File: src/rtl/core/ptsu_pkg.sv
package ptsu_pkg;

	localparam int MAX_TASKS = 16;
	localparam int IDX_W     = $clog2(MAX_TASKS);
	localparam int CNT_W     = $clog2(MAX_TASKS + 1);

	localparam logic [7:0] PRIO_NONE = 8'hFF;

	typedef enum logic [1:0] {
		COND_WAITING  = 2'd0,
		COND_RUNNING  = 2'd1,
		COND_SLEEPING = 2'd2,
		COND_ZOMBIE   = 2'd3
	} cond_t;

	localparam logic [2:0] REQ_CREATE = 3'd0;
	localparam logic [2:0] REQ_KILL   = 3'd1;
	localparam logic [2:0] REQ_SLEEP  = 3'd2;
	localparam logic [2:0] REQ_YIELD  = 3'd3;
	localparam logic [2:0] REQ_TICK   = 3'd4;

	localparam logic [1:0] ST_OK        = 2'd0;
	localparam logic [1:0] ST_FULL      = 2'd1;
	localparam logic [1:0] ST_NOT_FOUND = 2'd2;

	typedef struct packed {
		logic load;
		logic setup;
		logic scan;
		logic finish;
	} ctl_cmd_t;

	typedef struct packed {
		logic accept_ok;
		logic req_sleep;
		logic req_scan;
		logic scan_last;
	} ctl_sts_t;

endpackage

File: src/rtl/core/ptsu_ctrl.sv
module ptsu_ctrl (
	input  logic              clk,
	input  logic              arst_n,
	input  logic              in_valid,
	output logic              in_stall,
	input  ptsu_pkg::ctl_sts_t sts,
	output ptsu_pkg::ctl_cmd_t cmd
);

	typedef enum logic [3:0] {
		S_IDLE   = 4'b0001,
		S_SETUP  = 4'b0010,
		S_SCAN   = 4'b0100,
		S_FINISH = 4'b1000
	} state_t;

	state_t state_q, state_d;
	logic   accept;

	assign in_stall = !((state_q == S_IDLE) && sts.accept_ok);
	assign accept   = in_valid && !in_stall;

	always_comb begin
		state_d    = state_q;
		cmd        = '0;
		case (state_q)
			S_IDLE: begin
				if (accept) begin
					cmd.load = 1'b1;
					if (sts.req_sleep)
						state_d = S_SETUP;
					else if (sts.req_scan)
						state_d = S_SCAN;
					else
						state_d = S_FINISH;
				end
			end
			S_SETUP: begin
				cmd.setup = 1'b1;
				state_d   = S_SCAN;
			end
			S_SCAN: begin
				cmd.scan = 1'b1;
				if (sts.scan_last)
					state_d = S_FINISH;
			end
			S_FINISH: begin
				cmd.finish = 1'b1;
				state_d    = S_IDLE;
			end
			default: state_d = S_IDLE;
		endcase
	end

	always_ff @(posedge clk or negedge arst_n) begin
		if (!arst_n)
			state_q <= S_IDLE;
		else
			state_q <= state_d;
	end

endmodule

File: src/rtl/core/ptsu_dp.sv
module ptsu_dp (
	input  logic               clk,
	input  logic               arst_n,
	input  ptsu_pkg::ctl_cmd_t cmd,
	output ptsu_pkg::ctl_sts_t sts,
	input  logic [2:0]         req_type,
	input  logic [15:0]        task_id,
	input  logic [7:0]         priority_req,
	input  logic [31:0]        sleep_ticks,
	input  logic [31:0]        now_tick,
	output logic               out_valid,
	input  logic               out_stall,
	output logic [1:0]         status,
	output logic [15:0]        new_task_id,
	output logic [15:0]        running_task_id,
	output logic               switched
);

	localparam int IW = ptsu_pkg::IDX_W;
	localparam int CW = ptsu_pkg::CNT_W;

	// task table
	logic [15:0]     id_q   [ptsu_pkg::MAX_TASKS];
	logic [7:0]      prio_q [ptsu_pkg::MAX_TASKS];
	ptsu_pkg::cond_t cond_q [ptsu_pkg::MAX_TASKS];
	logic [31:0]     wake_q [ptsu_pkg::MAX_TASKS];

	logic [CW-1:0] fill_q;
	logic [15:0]   idc_q;
	logic [IW-1:0] run_q;
	logic [15:0]   run_id_q;

	// latched request
	logic [2:0]  req_q;
	logic [15:0] kid_q;
	logic [7:0]  prio_in_q;
	logic [31:0] ticks_q;
	logic [31:0] now_q;

	// scan state
	logic [IW-1:0]   ptr_q;
	logic            found_q;
	logic [IW-1:0]   best_q;
	logic [7:0]      bprio_q;
	logic [15:0]     bid_q;
	ptsu_pkg::cond_t rcond_q;
	logic            hit_q;
	logic [IW-1:0]   hit_idx_q;

	logic            out_valid_q;
	logic [1:0]      status_q;
	logic [15:0]     new_id_q;
	logic            sw_q;

	// scan slot decode
	logic            used;
	logic            wake;
	ptsu_pkg::cond_t ce;
	logic            cand;
	logic            is_pick;
	logic [IW-1:0]   pick;
	logic [15:0]     pick_id;

	assign used = {{(CW-IW){1'b0}}, ptr_q} < fill_q;
	assign wake = (req_q == ptsu_pkg::REQ_TICK) && used &&
		(cond_q[ptr_q] == ptsu_pkg::COND_SLEEPING) && (now_q >= wake_q[ptr_q]);
	assign ce   = wake ? ptsu_pkg::COND_WAITING : cond_q[ptr_q];
	assign cand = used && (ce == ptsu_pkg::COND_WAITING) && (prio_q[ptr_q] <= bprio_q) &&
		(found_q || (prio_q[ptr_q] != ptsu_pkg::PRIO_NONE));
	assign is_pick = (req_q == ptsu_pkg::REQ_SLEEP) || (req_q == ptsu_pkg::REQ_YIELD) ||
		(req_q == ptsu_pkg::REQ_TICK);
	assign pick    = found_q ? best_q : '0;
	assign pick_id = found_q ? bid_q : 16'd0;

	assign sts.accept_ok = !out_valid_q || !out_stall;
	assign sts.req_sleep = (req_type == ptsu_pkg::REQ_SLEEP);
	assign sts.req_scan  = (req_type == ptsu_pkg::REQ_KILL) ||
		(req_type == ptsu_pkg::REQ_YIELD) || (req_type == ptsu_pkg::REQ_TICK);
	assign sts.scan_last = (ptr_q == IW'(ptsu_pkg::MAX_TASKS - 1));

	always_ff @(posedge clk) begin
		if (cmd.load) begin
			req_q     <= req_type;
			kid_q     <= task_id;
			prio_in_q <= priority_req;
			ticks_q   <= sleep_ticks;
			now_q     <= now_tick;
		end
	end

	always_ff @(posedge clk or negedge arst_n) begin
		if (!arst_n) begin
			for (int i = 0; i < ptsu_pkg::MAX_TASKS; i++) begin
				id_q[i]   <= '0;
				prio_q[i] <= '0;
				cond_q[i] <= (i == 0) ? ptsu_pkg::COND_RUNNING : ptsu_pkg::COND_WAITING;
				wake_q[i] <= '0;
			end
			fill_q      <= CW'(1);
			idc_q       <= 16'd1;
			run_q       <= '0;
			run_id_q    <= '0;
			ptr_q       <= '0;
			found_q     <= 1'b0;
			best_q      <= '0;
			bprio_q     <= ptsu_pkg::PRIO_NONE;
			bid_q       <= '0;
			rcond_q     <= ptsu_pkg::COND_WAITING;
			hit_q       <= 1'b0;
			hit_idx_q   <= '0;
			out_valid_q <= 1'b0;
			status_q    <= ptsu_pkg::ST_OK;
			new_id_q    <= '0;
			sw_q        <= 1'b0;
		end else begin
			if (out_valid_q && !out_stall)
				out_valid_q <= 1'b0;
			if (cmd.load) begin
				ptr_q   <= '0;
				found_q <= 1'b0;
				bprio_q <= ptsu_pkg::PRIO_NONE;
				hit_q   <= 1'b0;
			end
			if (cmd.setup) begin
				cond_q[run_q] <= ptsu_pkg::COND_SLEEPING;
				wake_q[run_q] <= now_q + ticks_q;
			end
			if (cmd.scan) begin
				ptr_q <= ptr_q + IW'(1);
				if (wake)
					cond_q[ptr_q] <= ptsu_pkg::COND_WAITING;
				if (ptr_q == run_q)
					rcond_q <= ce;
				if (cand) begin
					found_q <= 1'b1;
					best_q  <= ptr_q;
					bprio_q <= prio_q[ptr_q];
					bid_q   <= id_q[ptr_q];
				end
				if (used && (id_q[ptr_q] == kid_q)) begin
					hit_q     <= 1'b1;
					hit_idx_q <= ptr_q;
				end
			end
			if (cmd.finish) begin
				out_valid_q <= 1'b1;
				status_q    <= ptsu_pkg::ST_OK;
				new_id_q    <= '0;
				sw_q        <= 1'b0;
				if (req_q == ptsu_pkg::REQ_CREATE) begin
					if (fill_q == CW'(ptsu_pkg::MAX_TASKS)) begin
						status_q <= ptsu_pkg::ST_FULL;
					end else begin
						id_q[fill_q[IW-1:0]]   <= idc_q;
						prio_q[fill_q[IW-1:0]] <= prio_in_q;
						cond_q[fill_q[IW-1:0]] <= ptsu_pkg::COND_WAITING;
						wake_q[fill_q[IW-1:0]] <= '0;
						fill_q   <= fill_q + CW'(1);
						new_id_q <= idc_q;
						idc_q    <= (idc_q == 16'hFFFF) ? 16'd1 : idc_q + 16'd1;
					end
				end else if (req_q == ptsu_pkg::REQ_KILL) begin
					if (hit_q)
						cond_q[hit_idx_q] <= ptsu_pkg::COND_ZOMBIE;
					else
						status_q <= ptsu_pkg::ST_NOT_FOUND;
				end else if (is_pick && (pick != run_q)) begin
					if (rcond_q == ptsu_pkg::COND_RUNNING)
						cond_q[run_q] <= ptsu_pkg::COND_WAITING;
					cond_q[pick] <= ptsu_pkg::COND_RUNNING;
					run_q    <= pick;
					run_id_q <= pick_id;
					sw_q     <= 1'b1;
				end
			end
		end
	end

	assign out_valid       = out_valid_q;
	assign status          = status_q;
	assign new_task_id     = new_id_q;
	assign running_task_id = run_id_q;
	assign switched        = sw_q;

`ifndef SYNTH
	a_fill_range: assert property (@(posedge clk) disable iff (!arst_n)
		fill_q <= CW'(ptsu_pkg::MAX_TASKS) && fill_q != '0)
		else $error("fill count out of range");
	a_idle_id: assert property (@(posedge clk) disable iff (!arst_n)
		(run_q == '0) |-> (run_id_q == 16'd0))
		else $error("idle slot running with nonzero id");
	a_new_id_ok: assert property (@(posedge clk) disable iff (!arst_n)
		(out_valid_q && (new_id_q != 16'd0)) |-> (status_q == ptsu_pkg::ST_OK && !sw_q))
		else $error("create result inconsistent");
	a_sw_running: assert property (@(posedge clk) disable iff (!arst_n)
		(cmd.finish && is_pick && (pick != run_q)) |=> (cond_q[run_q] == ptsu_pkg::COND_RUNNING))
		else $error("switched slot not running");
`endif

endmodule

File: src/rtl/core/priority_task_scheduler_unit.sv
// Fixed-priority task table with up to ptsu_pkg::MAX_TASKS slots; slot 0 is the idle task (id 0,
// running after reset). Each input transaction is one request (create, kill, sleep, yield, tick)
// and yields exactly one result transaction. One request is in flight at a time: the table is
// walked one slot per clock. Create and unknown codes go straight from acceptance to the commit;
// kill, yield and tick first walk all MAX_TASKS slots, and sleep first parks the running task and
// then walks them. The result is registered at the commit. A new request is taken once the
// previous result has left, or in the cycle it is taken. No clearing pass after reset.
module priority_task_scheduler_unit (
	input  logic        clk,
	input  logic        arst_n,
	input  logic        in_valid,
	output logic        in_stall,
	input  logic [2:0]  req_type,
	input  logic [15:0] task_id,
	input  logic [7:0]  priority_req,
	input  logic [31:0] sleep_ticks,
	input  logic [31:0] now_tick,
	output logic        out_valid,
	input  logic        out_stall,
	output logic [1:0]  status,
	output logic [15:0] new_task_id,
	output logic [15:0] running_task_id,
	output logic        switched
);

	ptsu_pkg::ctl_cmd_t cmd;
	ptsu_pkg::ctl_sts_t sts;

	// sequencer: accept, park, walk, commit
	ptsu_ctrl u_ctrl (
		.clk      (clk),
		.arst_n   (arst_n),
		.in_valid (in_valid),
		.in_stall (in_stall),
		.sts      (sts),
		.cmd      (cmd)
	);

	// task table, walk registers and result register
	ptsu_dp u_dp (
		.clk             (clk),
		.arst_n          (arst_n),
		.cmd             (cmd),
		.sts             (sts),
		.req_type        (req_type),
		.task_id         (task_id),
		.priority_req    (priority_req),
		.sleep_ticks     (sleep_ticks),
		.now_tick        (now_tick),
		.out_valid       (out_valid),
		.out_stall       (out_stall),
		.status          (status),
		.new_task_id     (new_task_id),
		.running_task_id (running_task_id),
		.switched        (switched)
	);

endmodule
File: config.mk
export PLATFORM = sky130hd
export DESIGN_NAME = priority_task_scheduler_unit
export DESIGN_NICKNAME = d
export VERILOG_FILES = /design/src/rtl/core/ptsu_pkg.sv /design/src/rtl/core/ptsu_ctrl.sv /design/src/rtl/core/ptsu_dp.sv /design/src/rtl/core/priority_task_scheduler_unit.sv
export SDC_FILE = /design/constraint.sdc
export NUM_CORES = 2
export LEC_CHECK = 0
export ABC_AREA = 0
export ABC_CLOCK_PERIOD_IN_PS = 15200
export BUFFER_PORTS_ARGS = -buffer_cell sky130_fd_sc_hd__buf_2
export CAP_MARGIN = 20
export CORE_ASPECT_RATIO = 2
export CORE_MARGIN = 10
export CORE_UTILIZATION = 65
export DETAILED_ROUTE_END_ITERATION = 10
export GPL_TIMING_DRIVEN = 0
export PLACE_DENSITY = 0.82
export SYNTH_ARGS = -nofsm -noshare
export SYNTH_HDL_FRONTEND = slang
export SYNTH_SLANG_ARGS = --single-unit
File: constraint.sdc
create_clock -name clk -period 15.2 [get_ports clk]
set_input_delay 1.52 -clock clk [delete_from_list [all_inputs] [get_ports clk]]
set_output_delay 1.52 -clock clk [all_outputs]
set_load 0.03 [all_outputs]
==> results.cfg <==
[status]
status = finished, violations left
violations = max-slew violations

[timing]
fin_crit_sh_pct = 57.7
rsz0062_at_grt = no
timing.fmax_mhz = 114
worst_hold_slack_ns = 0.468
worst_pin_slew_ns = 1.66
worst_slack_ns = 6.43
clock_skew_ns = 0.0292
fin_tns_setup_ns = 0
setup_violations = 0
maxSlewViolCount = 7
post-route-min-period_ns = 8.77
slew_headroom_pct = -10.4
finalHoldViolCount = 0

[synth]
synth_area_leader_cell = dfrtp_1
synth_top_area_share_pct = 47.5
synthFlopType = dfrtp_1
synthTopCellsByArea = dfrtp_1 (48%), mux4_2 (12%), mux2_2 (8.2%)
yosysSeqAreaShare_pct = 53.2
yosysWarnings = 0
synth_edf_count = 91
postSynthCellCount = 4693
synth_area_um2 = 53700
synth_async_sr_flop_share_pct = 91.9
post_synth.cell_area_avg_um2 = 11.5
synth.most_common_cell = dfrtp_1
synth.distinct_cells = 76
syn_nets = 4872
ys_seq_elements = 1124
ys_top_cells_by_count = dfrtp_1 (1,021), nand2_1 (805), a21oi_1 (523)

[power]
p_int_mw = 5.18
pwr-share-comb_pct = 28.8
switching_share_pct = 36.9
p_seq_share_pct = 40.0
p_sw_mw = 3.03
p_per_area_nw_per_um2 = 138
peakVddDrop_mv = 0.256
clockPowerShare_pct = 31.2
power_mw = 8.21
leakage_nw = 26.6

[routing]
drc_errors = 0
ant_nets = 0
drt_iter0_drc = 5739
wirelength_um = 209000
viasPerCell = 6.97
vias = 42700
dr.pass1.iters = 7
wire_per_inst_um = 34.2

[critical_path]
crit_buf_inv = 8
end_kind = register
cp_data_arrival_time_ns = 9.42
cp_slowest_cell = clkbuf_1
cp.required_ns = 15.85
critPathTopFamily = buffers and inverters
slowest_delay_ns = 0.85
crit_path_start_kind = register
crit_chain = buf_2, buf_2, buf_2, buf_1, buf_8, clkbuf_1, buf_2, mux4_2, mux4_2, ha_1, nand2b_1, a21o_1, a21oi_1, o21ai_0, a221oi_1, o41ai_2, buf_4, o31ai_4, nand2_1, o22a_1
worst-path-max-fanout = 10
path_common_cell = buf_2
crit_type = register to register

[die]
core_um2 = 82200
die_width_um = 223
io_pins = 132
initial_core_util_pct = 65.4
dieArea_um2 = 95300
die_h_um = 427
row_count = 149

[cts]
cts_resized = 0
h-tree-depth = 3
cts_tree = yes
postCtsSetupRepairBufs = 0
clockRootBuffer = clkbuf_16
clk_path_buf_depth = 3
clock_latency_ns = 0.74
cts.clk_slew.worst_paths_ns = 0.07
numCtsBuffers = 97
cts_hold_buf = 0
clkSinkCount = 1124

[finish]
n_fill_cell = 5728
nets = 5147
area_growth_pct = 11.0
drive_above_1_share_pct = 21.4

[global_route]
grt_pass1_vias = 44300
grt_start_max_net_pins = 170
grtUsageTotal_pct = 44.6
grt_pass1_wl_um = 303000
antenna_found_initial = 17
overflow = 0

[job]
cap_viol_max_count = 0

[placement]
preCtsSetupSlack_ns = 6.46
io_buffers = 131
place_hpwl_um = 149000
place_congestion = 1.08

[min_path]
hold_path.class = register to register
final timing paths:
| kind | startpoint | slack, ns | depth (start not counted) | end |
|---|---|---|---|---|
| max | u_dp.ptr_q[1] | 6.43 | 20 | u_dp.bprio_q[5] |
| min | u_dp.running_task_id[8] | 0.47 | 2 | u_dp.running_task_id[8] |
| max reg2reg | u_dp.ptr_q[1] | 6.43 | 20 | u_dp.bprio_q[5] |
| min reg2reg | u_dp.running_task_id[8] | 0.47 | 2 | u_dp.running_task_id[8] |
| max in group asynchronous | arst_n | 11.88 | 4 | u_dp.wake_q[60] |
| min in group asynchronous | arst_n | 0.73 | 1 | u_dp.id_q[126] |
per-layer routing:
layer | vias up | GRT usage, % | part of all wire, %
li1 | 17200 | - | -
met1 | 21200 | 43.5 | 29
met2 | 3099 | 72.2 | 48
met3 | 1187 | 12.1 | 8.7
met4 | 12 | 48.6 | 14
met5 | - | 0 | 0.037
layout by cell type (no fill, tap or decap), drive strengths merged, types with 14 or more instances in the layout:
cell type / Yosys / routed
ha: 83 / 83
nand2: 805 / 805
dfrtp: 1021 / 1021
xnor2: 42 / 42
nor4: 18 / 18
a31oi: 16 / 16
nor2b: 14 / 14
edfxtp: 91 / 91
nor3: 37 / 37
mux4: 285 / 285
a21o: 27 / 27
a211oi: 51 / 51
o22ai: 50 / 50
a21oi: 523 / 523
mux2: 403 / 403
buf: 80 / 254
o21ai: 68 / 68
nand3: 44 / 44
nand2b: 20 / 20
nor2: 438 / 438
clkbuf: 298 / 441
clkinv: 1 / 24
inv: 64 / 70
nand4: 24 / 24
xor2: 24 / 24
a22oi: 15 / 15
a22o: 16 / 16
power groups by stage:
stage	clock network, mW	logic (mW)	registers, mW
2_1_floorplan	0	1.24	3.28
3_3_place_gp	0	2.12	3.34
3_5_place_dp	0	2.21	3.33
4_1_cts	2.55	2.22	3.27
5_1_grt	2.67	2.42	3.28
6_report	2.56	2.36	3.29
stage by stage:
stage | utilization (%) | instances | area (um2)
2_1_floorplan | - | 4693 | 53700
3_3_place_gp | 67.8 | 5881 | 55700
3_5_place_dp | 68.3 | 5908 | 56200
4_1_cts | 72.2 | 6088 | 59400
5_1_grt | 72.5 | 6107 | 59600
6_report | 72.6 | 6118 | 59600
layout make-up:
type / count / area, um2 / share of cell area, %
inverter: 65 / 246 / 0.413
timing repair buffer: 176 / 1310 / 2.20
antenna: 12 / 30.0 / 0.0503
tap: 1057 / 1320 / 2.22
sequential: 1124 / 28600 / 47.9
clock buffer: 143 / 2870 / 4.81
multi-input combinational: 3126 / 23500 / 39.3
clock inverter: 37 / 330 / 0.554
buffer: 378 / 1490 / 2.49
cell families after synthesis:
kind of cell | after synthesis | share of synthesized area, %
flops | 1124 | 53.2
fa+ha+maj | 84 | 1.97
simple gates | 1455 | 11.1
mux | 692 | 20.5
xor+xnor | 66 | 1.08
buf+inv | 443 | 3.21
compound gates | 829 | 8.89
flip-flops by register name, indices dropped and copies added (netlist names), 2 cells and up:
name / flops
u_dp.kid_q: 16
u_dp.hit_idx_q: 4
u_dp.req_q: 3
u_dp.rcond_q: 2
u_dp.bprio_q: 8
u_dp.wake_q: 512
u_dp.idc_q: 16
u_dp.running_task_id: 16
u_dp.prio_q: 128
u_dp.ptr_q: 4
u_ctrl.state_q: 4
u_dp.ticks_q: 32
u_dp.id_q: 256
u_dp.new_task_id: 16
u_dp.cond_q: 32
u_dp.bid_q: 16
u_dp.now_q: 32
u_dp.fill_q: 5
u_dp.run_q: 4
u_dp.best_q: 4
u_dp.status: 2
u_dp.prio_in_q: 8
worst register-to-register path: stages (launching register included):
cell      delay, ns
dfrtp_1        0.59
buf_2          0.45
buf_2          0.44
buf_2          0.54
buf_1          0.36
buf_8          0.24
clkbuf_1       0.86
buf_2          0.70
mux4_2         0.61
mux4_2         0.57
ha_1           0.28
nand2b_1       0.14
a21o_1         0.17
a21oi_1        0.14
o21ai_0        0.11
a221oi_1       0.43
o41ai_2        0.14
buf_4          0.20
o31ai_4        0.85
nand2_1        0.53
o22a_1         0.33
Power figures use the tool's default switching activity.
